$ cat config.mk
export PLATFORM = sky130hd
export DESIGN_NAME = polygon_bounds_accumulator_unit_flat
export DESIGN_NICKNAME = d
export VERILOG_FILES = /design/src/design/pba_pkg.sv /design/src/design/pba_vertex_if.sv /design/src/design/pba_result_if.sv /design/src/design/pba_isqrt.sv /design/src/design/pba_ctrl.sv /design/src/design/pba_dpath.sv /design/src/design/polygon_bounds_accumulator_unit.sv /design/src/flat_wrapper.sv
export SDC_FILE = /design/constraint.sdc
export NUM_CORES = 2
export LEC_CHECK = 0
export BUFFER_PORTS_ARGS = -buffer_cell sky130_fd_sc_hd__buf_2
export CORE_ASPECT_RATIO = 0.75
export CORE_MARGIN = 3
export CORE_UTILIZATION = 40
export CTS_CLUSTER_DIAMETER = 100
export DETAILED_ROUTE_END_ITERATION = 7
export HOLD_SLACK_MARGIN = 0.05
export PLACE_DENSITY = 0.55
export SLEW_MARGIN = 15
export SYNTH_ARGS = -nofsm -noshare
export SYNTH_HDL_FRONTEND = slang
export SYNTH_SLANG_ARGS = --single-unit
$ cat constraint.sdc
create_clock -name clk -period 15.5 [get_ports clk]
set_input_delay 2.325 -clock clk [delete_from_list [all_inputs] [get_ports clk]]
set_output_delay 2.325 -clock clk [all_outputs]
set_load 0.02 [all_outputs]
$ cat src/design/pba_pkg.sv
// shared types and constants for the polygon bounds accumulator
package pba_pkg;

  // result fields are fixed at this width whatever the coordinate width
  localparam int OUT_WIDTH = 16;

  // vertex count saturates here; below it the polygon has too few vertices
  localparam logic [1:0] COUNT_SAT = 2'd2;

  typedef enum logic [4:0] {
    S_IDLE   = 5'b00001,
    S_UPDATE = 5'b00010,
    S_LAUNCH = 5'b00100,
    S_ROOT   = 5'b01000,
    S_FINISH = 5'b10000
  } pba_state_t;

  // commands from the controller to the datapath
  typedef struct packed {
    logic capture;
    logic update;
    logic root_start;
    logic load_out;
  } pba_cmd_t;

  // status from the datapath to the controller
  typedef struct packed {
    logic last;
    logic out_busy;
  } pba_sts_t;

endpackage

$ cat src/design/pba_vertex_if.sv
// vertex channel: valid/ready handshake with one polygon vertex per item
interface pba_vertex_if #(
  parameter int COORD_WIDTH = 16
);
  logic                          valid;
  logic                          ready;
  logic signed [COORD_WIDTH-1:0] vertex_x;
  logic signed [COORD_WIDTH-1:0] vertex_y;
  logic                          last_vertex;

  modport source (output valid, output vertex_x, output vertex_y, output last_vertex,
                  input ready);
  modport sink   (input valid, input vertex_x, input vertex_y, input last_vertex,
                  output ready);
endinterface

$ cat src/design/pba_result_if.sv
// result channel: valid/ready handshake with one polygon summary per item
interface pba_result_if;
  logic                                 valid;
  logic                                 ready;
  logic signed [pba_pkg::OUT_WIDTH-1:0] box_min_x;
  logic signed [pba_pkg::OUT_WIDTH-1:0] box_min_y;
  logic signed [pba_pkg::OUT_WIDTH-1:0] box_max_x;
  logic signed [pba_pkg::OUT_WIDTH-1:0] box_max_y;
  logic signed [pba_pkg::OUT_WIDTH-1:0] center_x;
  logic signed [pba_pkg::OUT_WIDTH-1:0] center_y;
  logic        [pba_pkg::OUT_WIDTH-1:0] max_radius;
  logic                                 too_few;

  modport source (output valid, output box_min_x, output box_min_y, output box_max_x,
                  output box_max_y, output center_x, output center_y,
                  output max_radius, output too_few, input ready);
  modport sink   (input valid, input box_min_x, input box_min_y, input box_max_x,
                  input box_max_y, input center_x, input center_y,
                  input max_radius, input too_few, output ready);
endinterface

$ cat src/design/pba_isqrt.sv
// iterative floor square root, one result bit per cycle
module pba_isqrt #(
  parameter int COORD_WIDTH = 16
) (
  input  logic                       clk,
  input  logic                       rst,
  input  logic                       start,
  input  logic [2*COORD_WIDTH-1:0]   value,
  output logic                       done,
  output logic [COORD_WIDTH-1:0]     root
);
  localparam int W  = COORD_WIDTH;
  localparam int CW = $clog2(W + 1);

  logic [2*W-1:0] val;
  logic [W+1:0]   rem;
  logic [CW-1:0]  cnt;
  logic           active;

  logic [W+3:0]   trial;
  logic [W+3:0]   sub;
  logic           ge;
  logic [W+3:0]   diff;

  always_comb begin
    trial = {rem, val[2*W-1 -: 2]};
    sub   = (W+4)'({root, 2'b01});
    ge    = trial >= sub;
    diff  = trial - sub;
  end

  always_ff @(posedge clk) begin
    if (rst) begin
      active <= 1'b0;
      done   <= 1'b0;
      cnt    <= '0;
    end else begin
      done <= 1'b0;
      if (start) begin
        active <= 1'b1;
        cnt    <= CW'(W);
      end else if (active) begin
        cnt <= cnt - 1'b1;
        if (cnt == CW'(1)) begin
          active <= 1'b0;
          done   <= 1'b1;
        end
      end
    end
  end

  always_ff @(posedge clk) begin
    if (start) begin
      val  <= value;
      rem  <= '0;
      root <= '0;
    end else if (active) begin
      val  <= val << 2;
      rem  <= ge ? diff[W+1:0] : trial[W+1:0];
      root <= {root[W-2:0], ge};
    end
  end

endmodule

$ cat src/design/pba_ctrl.sv
// controller state machine: sequences capture, update, square root and output load
module pba_ctrl (
  input  logic              clk,
  input  logic              rst,
  input  logic              in_valid,
  output logic              in_ready,
  input  logic              root_done,
  input  pba_pkg::pba_sts_t sts,
  output pba_pkg::pba_cmd_t cmd
);
  import pba_pkg::*;

  pba_state_t state;
  pba_state_t state_next;

  always_ff @(posedge clk) begin
    if (rst) begin
      state <= S_IDLE;
    end else begin
      state <= state_next;
    end
  end

  always_comb begin
    state_next = state;
    cmd        = '0;
    in_ready   = 1'b0;
    unique case (state)
      S_IDLE: begin
        in_ready = 1'b1;
        if (in_valid) begin
          cmd.capture = 1'b1;
          state_next  = S_UPDATE;
        end
      end
      S_UPDATE: begin
        cmd.update = 1'b1;
        state_next = sts.last ? S_LAUNCH : S_IDLE;
      end
      S_LAUNCH: begin
        cmd.root_start = 1'b1;
        state_next     = S_ROOT;
      end
      S_ROOT: begin
        if (root_done) begin
          state_next = S_FINISH;
        end
      end
      S_FINISH: begin
        if (!sts.out_busy) begin
          cmd.load_out = 1'b1;
          state_next   = S_IDLE;
        end
      end
      default: begin
        state_next = S_IDLE;
      end
    endcase
  end

  a_load_free: assert property (@(posedge clk) disable iff (rst)
    cmd.load_out |-> !sts.out_busy)
    else $error("output loaded while the previous result is still held");

  a_one_cmd: assert property (@(posedge clk) disable iff (rst)
    $onehot0({cmd.capture, cmd.update, cmd.root_start, cmd.load_out}))
    else $error("more than one datapath command at once");

  a_done_in_root: assert property (@(posedge clk) disable iff (rst)
    root_done |-> state == S_ROOT)
    else $error("square root finished outside the root state");

endmodule

$ cat src/design/pba_dpath.sv
// datapath: vertex squares, running box and distance, count and output register
module pba_dpath #(
  parameter int COORD_WIDTH = 16
) (
  input  logic                                 clk,
  input  logic                                 rst,
  input  pba_pkg::pba_cmd_t                    cmd,
  output pba_pkg::pba_sts_t                    sts,
  input  logic signed [COORD_WIDTH-1:0]        vertex_x,
  input  logic signed [COORD_WIDTH-1:0]        vertex_y,
  input  logic                                 last_vertex,
  output logic [2*COORD_WIDTH-1:0]             max_dist,
  input  logic [COORD_WIDTH-1:0]               root,
  output logic                                 out_valid,
  input  logic                                 out_ready,
  output logic signed [pba_pkg::OUT_WIDTH-1:0] box_min_x,
  output logic signed [pba_pkg::OUT_WIDTH-1:0] box_min_y,
  output logic signed [pba_pkg::OUT_WIDTH-1:0] box_max_x,
  output logic signed [pba_pkg::OUT_WIDTH-1:0] box_max_y,
  output logic signed [pba_pkg::OUT_WIDTH-1:0] center_x,
  output logic signed [pba_pkg::OUT_WIDTH-1:0] center_y,
  output logic        [pba_pkg::OUT_WIDTH-1:0] max_radius,
  output logic                                 too_few
);
  import pba_pkg::*;

  localparam int W = COORD_WIDTH;

  // captured vertex
  logic signed [W-1:0] x_q;
  logic signed [W-1:0] y_q;
  logic                last_q;
  logic [2*W-1:0]      sq_x_q;
  logic [2*W-1:0]      sq_y_q;

  // running state
  logic signed [W-1:0] min_x;
  logic signed [W-1:0] min_y;
  logic signed [W-1:0] max_x;
  logic signed [W-1:0] max_y;
  logic [1:0]          count;

  logic [W-1:0]        ax;
  logic [W-1:0]        ay;
  logic [2*W-1:0]      sq_x;
  logic [2*W-1:0]      sq_y;
  logic [2*W-1:0]      dist_sq;
  logic                seed;
  logic signed [W:0]   sum_x;
  logic signed [W:0]   sum_y;
  logic signed [W:0]   half_x;
  logic signed [W:0]   half_y;

  always_comb begin
    ax      = vertex_x[W-1] ? W'(~unsigned'(vertex_x) + 1'b1) : unsigned'(vertex_x);
    ay      = vertex_y[W-1] ? W'(~unsigned'(vertex_y) + 1'b1) : unsigned'(vertex_y);
    sq_x    = ax * ax;
    sq_y    = ay * ay;
    dist_sq = sq_x_q + sq_y_q;
    seed    = (count == '0);
    sum_x   = (W+1)'(min_x) + (W+1)'(max_x);
    sum_y   = (W+1)'(min_y) + (W+1)'(max_y);
    half_x  = sum_x >>> 1;
    half_y  = sum_y >>> 1;
  end

  always_ff @(posedge clk) begin
    if (cmd.capture) begin
      x_q    <= vertex_x;
      y_q    <= vertex_y;
      last_q <= last_vertex;
      sq_x_q <= sq_x;
      sq_y_q <= sq_y;
    end
  end

  always_ff @(posedge clk) begin
    if (cmd.update) begin
      if (seed || x_q < min_x) min_x <= x_q;
      if (seed || x_q > max_x) max_x <= x_q;
      if (seed || y_q < min_y) min_y <= y_q;
      if (seed || y_q > max_y) max_y <= y_q;
      if (seed || dist_sq > max_dist) max_dist <= dist_sq;
    end
  end

  always_ff @(posedge clk) begin
    if (rst) begin
      count <= '0;
    end else if (cmd.load_out) begin
      count <= '0;
    end else if (cmd.update && count != COUNT_SAT) begin
      count <= count + 1'b1;
    end
  end

  always_ff @(posedge clk) begin
    if (rst) begin
      out_valid <= 1'b0;
    end else if (cmd.load_out) begin
      out_valid <= 1'b1;
    end else if (out_ready) begin
      out_valid <= 1'b0;
    end
  end

  always_ff @(posedge clk) begin
    if (cmd.load_out) begin
      box_min_x  <= OUT_WIDTH'(min_x);
      box_min_y  <= OUT_WIDTH'(min_y);
      box_max_x  <= OUT_WIDTH'(max_x);
      box_max_y  <= OUT_WIDTH'(max_y);
      center_x   <= OUT_WIDTH'(half_x);
      center_y   <= OUT_WIDTH'(half_y);
      max_radius <= OUT_WIDTH'(root);
      too_few    <= (count != COUNT_SAT);
    end
  end

  assign sts.last     = last_q;
  assign sts.out_busy = out_valid && !out_ready;

endmodule

$ cat src/design/polygon_bounds_accumulator_unit.sv
// top level of the polygon bounds accumulator
//
//   channel  dir  item                 fields
//   vertex   in   one vertex           vertex_x, vertex_y, last_vertex
//   result   out  one polygon summary  box_min/max_x/y, center_x/y,
//                                      max_radius, too_few
//
// a vertex that is not marked last goes through capture, with the two
// squares registered, then the box, distance and count update
// the last vertex also goes through a launch state, the bit-per-cycle
// square root and its done flag, and the load of the output register,
// which waits while the previous result is still held, before the next
// vertex is taken
// the result sits in an output register; the next polygon streams in while
// it waits, and only a second finished result stalls on a full register
// rst is synchronous and active high; it clears the state machine, the
// vertex count and the output valid
module polygon_bounds_accumulator_unit #(
  parameter int COORD_WIDTH = 16
) (
  input  logic        clk,
  input  logic        rst,
  pba_vertex_if.sink  vertex,
  pba_result_if.source result
);
  import pba_pkg::*;

  // command and status between controller and datapath
  pba_cmd_t cmd;
  pba_sts_t sts;

  // square root unit hookup
  logic [2*COORD_WIDTH-1:0] max_dist;
  logic [COORD_WIDTH-1:0]   root;
  logic                     root_done;

  // controller only takes a vertex when it is back in idle
  pba_ctrl u_ctrl (
    .clk       (clk),
    .rst       (rst),
    .in_valid  (vertex.valid),
    .in_ready  (vertex.ready),
    .root_done (root_done),
    .sts       (sts),
    .cmd       (cmd)
  );

  // running box, largest squared distance and the output register
  pba_dpath #(
    .COORD_WIDTH (COORD_WIDTH)
  ) u_dpath (
    .clk          (clk),
    .rst          (rst),
    .cmd          (cmd),
    .sts          (sts),
    .vertex_x     (vertex.vertex_x),
    .vertex_y     (vertex.vertex_y),
    .last_vertex  (vertex.last_vertex),
    .max_dist     (max_dist),
    .root         (root),
    .out_valid    (result.valid),
    .out_ready    (result.ready),
    .box_min_x    (result.box_min_x),
    .box_min_y    (result.box_min_y),
    .box_max_x    (result.box_max_x),
    .box_max_y    (result.box_max_y),
    .center_x     (result.center_x),
    .center_y     (result.center_y),
    .max_radius   (result.max_radius),
    .too_few      (result.too_few)
  );

  // bounding radius: started once the last vertex has been folded in
  pba_isqrt #(
    .COORD_WIDTH (COORD_WIDTH)
  ) u_isqrt (
    .clk   (clk),
    .rst   (rst),
    .start (cmd.root_start),
    .value (max_dist),
    .done  (root_done),
    .root  (root)
  );

endmodule

$ cat src/flat_wrapper.sv
// flat-port wrapper written by rule: the top's interface ports become plain ports
module polygon_bounds_accumulator_unit_flat import pba_pkg::*;
#(
  parameter int COORD_WIDTH = 16
)
  (clk, rst, vertex_valid, vertex_vertex_x, vertex_vertex_y, vertex_last_vertex, vertex_ready, result_valid, result_box_min_x, result_box_min_y, result_box_max_x, result_box_max_y, result_center_x, result_center_y, result_max_radius, result_too_few, result_ready);
  pba_vertex_if #(.COORD_WIDTH(COORD_WIDTH)) vertex_i ();
  pba_result_if result_i ();
  input  logic clk;
  input  logic rst;
  input wire logic [$bits(vertex_i.valid)-1:0] vertex_valid;
  input wire logic [$bits(vertex_i.vertex_x)-1:0] vertex_vertex_x;
  input wire logic [$bits(vertex_i.vertex_y)-1:0] vertex_vertex_y;
  input wire logic [$bits(vertex_i.last_vertex)-1:0] vertex_last_vertex;
  output wire logic [$bits(vertex_i.ready)-1:0] vertex_ready;
  output wire logic [$bits(result_i.valid)-1:0] result_valid;
  output wire logic [$bits(result_i.box_min_x)-1:0] result_box_min_x;
  output wire logic [$bits(result_i.box_min_y)-1:0] result_box_min_y;
  output wire logic [$bits(result_i.box_max_x)-1:0] result_box_max_x;
  output wire logic [$bits(result_i.box_max_y)-1:0] result_box_max_y;
  output wire logic [$bits(result_i.center_x)-1:0] result_center_x;
  output wire logic [$bits(result_i.center_y)-1:0] result_center_y;
  output wire logic [$bits(result_i.max_radius)-1:0] result_max_radius;
  output wire logic [$bits(result_i.too_few)-1:0] result_too_few;
  input wire logic [$bits(result_i.ready)-1:0] result_ready;
  assign vertex_i.valid = vertex_valid;
  assign vertex_i.vertex_x = vertex_vertex_x;
  assign vertex_i.vertex_y = vertex_vertex_y;
  assign vertex_i.last_vertex = vertex_last_vertex;
  assign vertex_ready = vertex_i.ready;
  assign result_valid = result_i.valid;
  assign result_box_min_x = result_i.box_min_x;
  assign result_box_min_y = result_i.box_min_y;
  assign result_box_max_x = result_i.box_max_x;
  assign result_box_max_y = result_i.box_max_y;
  assign result_center_x = result_i.center_x;
  assign result_center_y = result_i.center_y;
  assign result_max_radius = result_i.max_radius;
  assign result_too_few = result_i.too_few;
  assign result_i.ready = result_ready;
  polygon_bounds_accumulator_unit #(.COORD_WIDTH(COORD_WIDTH)) u_core (.clk(clk), .rst(rst), .vertex(vertex_i), .result(result_i));
endmodule
# [Word level (Yosys, flattened, before mapping)]
# Cells that the tools add are included.
[word_totals] out_inout_bits=115 word_cells=102 register_bits=387 input_bits=37
[classes] reduce_logical=20 n_addsub=8 n_eq_ne=10 n_bitwise=3 mux=25 n_lt_le_gt_ge=6 multipliers=2
[ops] operator="16-bit by 16-bit multiplier with 32-bit output" count=2
[ops] operator="32-bit two-way mux" count=2
[ops] operator="16-bit by 16-bit adder with 17-bit output" count=2
[ops] operator="16-bit by 1-bit adder with 16-bit output, second input constant" count=2
[ops] operator="32-bit adder" count=1
[ops] operator="16-bit greater-than comparator" count=2
[ops] operator="32-bit greater-than comparator" count=1
[ops] operator="16-bit less-than comparator" count=2
[ops] operator="16-bit two-way mux" count=2
[ops] operator="16-bit inverter" count=2
[ops] operator="5-bit two-way mux" count=5
[ops] operator="5-bit one-hot mux with 5 select lines" count=1
[ops] operator="20-bit by 18-bit >= comparator with 1-bit output" count=1
[ops] operator="18-bit two-way mux" count=1
[ops] operator="18-bit subtractor" count=1
[ops] operator="1-bit two-way mux" count=13
[ops] operator="5-bit by 1-bit equality test with 1-bit output, second input constant" count=2
[ops] operator="2-bit AND reduction" count=5
[ops] operator="2-bit inequality test, second input constant" count=4
[ops] operator="5-bit by 2-bit equality test with 1-bit output, second input constant" count=1
[ops] operator="5-bit by 3-bit equality test with 1-bit output, second input constant" count=1
[ops] operator="5-bit by 4-bit equality test with 1-bit output, second input constant" count=1
[ops] operator="5-bit equality test, second input constant" count=1
[ops] operator="1-bit logical OR" count=5
[ops] operator="other kinds (11)" count=14

# [Depth between registers and ports, before layout]
[depth] depth_word=5 ltp_mapped=31

# [By module]
# A second synthesis with hierarchy kept.
[unflattened] cells_unflattened=3128 hier_area_um2=33278.2
[by_module_without_submodules] module="pba_dpath" seq_area_each_um2=9128.8 instances=1 area_per_inst_um2=28990.3 cells_per_inst=2721
[by_module_without_submodules] module="pba_isqrt" seq_area_each_um2=1781.7 instances=1 area_per_inst_um2=4010.1 cells_per_inst=376
[by_module_without_submodules] module="pba_ctrl" seq_area_each_um2=100.1 instances=1 area_per_inst_um2=277.8 cells_per_inst=31

# [Worst setup path after synthesis]
# Ideal clock, no wire load.
[synth_path] kind="in2reg" startpoint="input port vertex_vertex_x[0]" endpoint="register u_core.u_dpath.sq_x_q[31] (data pin)" arrival_ps=9706 slack_ps=5539 stages=28 path_buffers=2 required_time_ps=15245 cell_sequence="clkinv_1 clkbuf_1 ha_1 nand3_1 o31ai_1 xor2_1 clkbuf_1 nor2_1 fa_1 fa_1 inv_1 fa_1 inv_1 fa_1 fa_1 inv_1 fa_1 inv_1 ha_1 a21o_1 a21oi_1 o221a_2 o21ai_1 o31a_1 a311o_1 a31o_2 or4_1 and3_1"
[synth_between] elab_chain_len=4
[synth_rtl] item="from (decl)" line="flat_wrapper.sv:12" source="input wire logic [$bits(vertex_i.vertex_x)-1:0] vertex_vertex_x;"
[synth_rtl] item="16-bit inverter" line="pba_dpath.sv:55" source="ax = vertex_x[W-1] ? W'(~unsigned'(vertex_x) + 1'b1) : unsigned'(vertex_x);"
[synth_rtl] item="16-bit by 1-bit adder with 16-bit output" line="pba_dpath.sv:55"
[synth_rtl] item="16-bit two-way mux (*)" line="pba_dpath.sv:55"
[synth_rtl] item="16-bit by 16-bit multiplier with 32-bit output (*)" line="pba_dpath.sv:57" source="sq_x = ax * ax;"
[synth_rtl] item="via u_core.u_dpath.sq_x[31]" line="pba_dpath.sv:45" source="logic [2*W-1:0] sq_x;"
[synth_rtl] item="to (signal assigned)" line="pba_dpath.sv:72" source="sq_x_q <= sq_x;"
[synth_rtl] item="to (decl)" line="pba_dpath.sv:33" source="logic [2*W-1:0] sq_x_q;"
# The timed path passes the listed nets; every way through them passes the cells marked *.
# A chain may end at the register's enable or synchronous reset.

# [Worst setup path in the final report]
# Ends and elaborated chain as after synthesis.

==> results_dict.tcl <==
set metrics [dict create \
    route.detailed.drc 0 \
    end_kind "flip-flop" \
    antenna_cells 0 \
    hold_path_class "flip-flop to flip-flop" \
    post_cts.repair.setup_buffers 0 \
    cp_num_buf_inv 8 \
    die_w_um 335.4 \
    cts_buffer_depth 3 \
    synth_edf_count 334 \
    yosysWarnings 0 \
    detail-route-antenna-nets 0 \
    antenna_found_initial 0 \
    clkTransAtPathRegs_ps 70 \
    path_class "input pin to flip-flop" \
    skew_ps 18.63 \
    vias 21700 \
    root_buffer "clkbuf_16" \
    max_slew_margin_pct 24.28 \
    start_util_pct 40.87 \
    drt-total-wl_um 73050 \
    drv_slew 0 \
    postSynthRegisterBits 383 \
    grt_max_degree 77 \
    dr.pass1.iters 5 \
    syn-instance-count 3096 \
    track_usage_pct 17.61 \
    async_flop_share_pct 0 \
    finalSetupTns_ps 0 \
    rows 89 \
    die_h_um 253.0 \
    fin_nets 4031 \
    max_stage_delay_ps 640 \
    maxCapViolCount 0 \
    worst_pin_slew_ps 1122 \
    cp_max_fo 18 \
    core-area_mm2 0.07962 \
    ys_seq_area_share_pct 33.83 \
    cp.required_ps 15830 \
    via_per_inst 4.958 \
    cp_slowest_cell "xor2_1" \
    startpoint_type "input pin" \
    netlist_area_mm2 0.03254 \
    cpMostUsedCell "fa_1" \
    drive_above_1_share_pct 8.556 \
    numCtsBuffers 45 \
    post_drt_wl_per_cell_um 16.69 \
    port_buffers 151 \
    clk_latency_ps 580 \
    hold_buffers 0 \
    synth_flop_cell "edfxtp_1" \
    final_hold_viol_count 0 \
    cts_tree "yes" \
    io_pins 152 \
    hpwl_um 59150 \
    grt_overflow 0 \
    rsz0062_at_grt "no" \
    cts_resized 0 \
    setup_viol 0 \
    synthToLayoutAreaGrowth_pct 11.59 \
    min_period_over_period_pct 68.68 \
    cp.arrival_ps 10970 \
    synth_cell_type_count 73 \
    htreeDepth 2 \
    dr.first_iter.drc_count 1580 \
    gp_congestion 0.8688 \
    avgSynthCellArea_um2 10.51 \
    clock-sinks 383 \
    grt_pass1_vias 21470 \
    status "completed" \
    grt_pass1_wl_um 118800 \
    path_delay_family "adder cells" \
    finalCriticalPeriod_ps 10640 \
    fmax_mhz 93.94 \
    die_area_mm2 0.08485 \
]
==> cell families (layout without fill, tap and decap cells) <==
family | count (synthesis) | in the layout | synth area share (%)
simple gates | 696 | 696 | 9.777
xor+xnor | 152 | 152 | 4.148
flops | 383 | 383 | 33.83
compound gates | 465 | 465 | 8.977
other cells | 2 | 22 | 0.02308
fa+ha+maj | 699 | 699 | 34.46
mux | 35 | 35 | 1.088
buf+inv | 664 | 879 | 7.689
==> synthesized netlist by cell type (all sizes together) (7+ instances only) <==
library cell / number / area (um2)
nand3b: 8 / 60.06
and3: 12 / 75.07
a21oi: 126 / 630.6
o211ai: 7 / 52.55
a31oi: 7 / 43.79
dfxtp: 49 / 980.9
o21a: 19 / 142.6
edfxtp: 334 / 10030
and2: 17 / 106.4
inv: 604 / 2267
xor2: 47 / 430.4
nand2: 231 / 867.1
clkbuf: 45 / 168.9
fa: 329 / 6586
nor2b: 24 / 150.1
nand4: 29 / 181.4
a21o: 88 / 660.6
o21bai: 16 / 120.1
xnor2: 105 / 919.6
nor3: 45 / 225.2
nand3: 28 / 140.1
o31ai: 8 / 60.06
nor2: 241 / 920.9
a211oi: 22 / 165.2
or3: 13 / 81.33
a2111oi: 7 / 62.56
clkinv: 11 / 41.29
nand2b: 19 / 118.9
o21ai: 123 / 615.6
mux2i: 32 / 320.3
ha: 370 / 4629
==> path summary, 6_finish.rpt <==
check | endpoint | slack [ps] | start | cells past startpoint
max reg2reg | u_core.u_dpath.max_dist[6] | 9050 | u_core.u_dpath.sq_y_q[3] | 21
max | u_core.u_dpath.sq_x_q[31] | 4860 | vertex_vertex_x[0] | 29
min reg2reg | u_core.u_dpath.max_radius[6] | 490 | u_core.u_isqrt.root[6] | 0
min | u_core.u_dpath.max_radius[6] | 490 | u_core.u_isqrt.root[6] | 0
==> layer usage <==
metal / routed length [um] / vias to the layer above / global-route usage, % / share of wire, %
met5: 0 / - / 0 / 0
met4: 994 / 0 / 3.202 / 1.4
met3: 3616 / 60 / 2.326 / 4.9
met2: 30430 / 419 / 25.29 / 42
met1: 38010 / 10580 / 28.28 / 52
li1: - / 10650 / - / -
==> metrics by stage <==
| stage | area, um2 | hold WS (ps) | cells | worst slack [ps] | utilization, % |
|---|---|---|---|---|---|
| CTS | 36280 | 484.4 | 4376 | 5002 | 45.57 |
| global route | 36320 | 491.9 | 4377 | 4365 | 45.61 |
| floorplan | 32620 | 429.5 | 3116 | 5539 | - |
| global placement | 34750 | 470.6 | 4293 | 4587 | 43.64 |
| finish | 36320 | 485.5 | 4377 | 4855 | 45.61 |
| detailed placement | 34750 | 477.4 | 4293 | 4373 | 43.64 |
==> cells in the final DEF (no fill, tap or decap), types with 23 or more instances in the layout <==
| cell type | count |
|---|---|
| inv_1 | 602 |
| nor2b_1 | 23 |
| nor3_1 | 45 |
| buf_2 | 151 |
| a21oi_1 | 124 |
| nand4_1 | 29 |
| xor2_1 | 46 |
| buf_4 | 29 |
| xnor2_1 | 105 |
| edfxtp_1 | 334 |
| mux2i_1 | 32 |
| dfxtp_1 | 48 |
| a21o_1 | 88 |
| nand3_1 | 27 |
| nand2_1 | 231 |
| fa_1 | 329 |
| ha_1 | 370 |
| o21ai_0 | 120 |
| clkbuf_16 | 47 |
| nor2_1 | 240 |
==> sequential cells by signal (all words and copies together), names as in the netlist, 16 cells and up <==
register,cells
u_core.u_dpath.max_dist,32
u_core.u_isqrt.val,32
u_core.u_dpath.sq_x_q,30
u_core.u_dpath.sq_y_q,30
u_core.u_isqrt.rem,18
u_core.u_dpath.box_max_x,16
u_core.u_dpath.box_max_y,16
u_core.u_dpath.box_min_x,16
u_core.u_dpath.box_min_y,16
u_core.u_dpath.center_x,16
u_core.u_dpath.center_y,16
u_core.u_dpath.max_radius,16
u_core.u_dpath.max_x,16
u_core.u_dpath.max_y,16
u_core.u_dpath.min_x,16
u_core.u_dpath.min_y,16
u_core.u_dpath.x_q,16
u_core.u_dpath.y_q,16
u_core.u_isqrt.root,16
==> area by class of cell <==
cell class	count	area (um2)
clock buffer	59	1291
sequential	383	11010
inverter	615	2308
timing repair buffer	181	1001
multi-input combinational	2069	19150
fill	7574	43300
tap	1046	1309
clock inverter	24	246.5
Power is not shown: default switching activity piles up to over one toggle a cycle in this logic, so the estimate is an artifact.
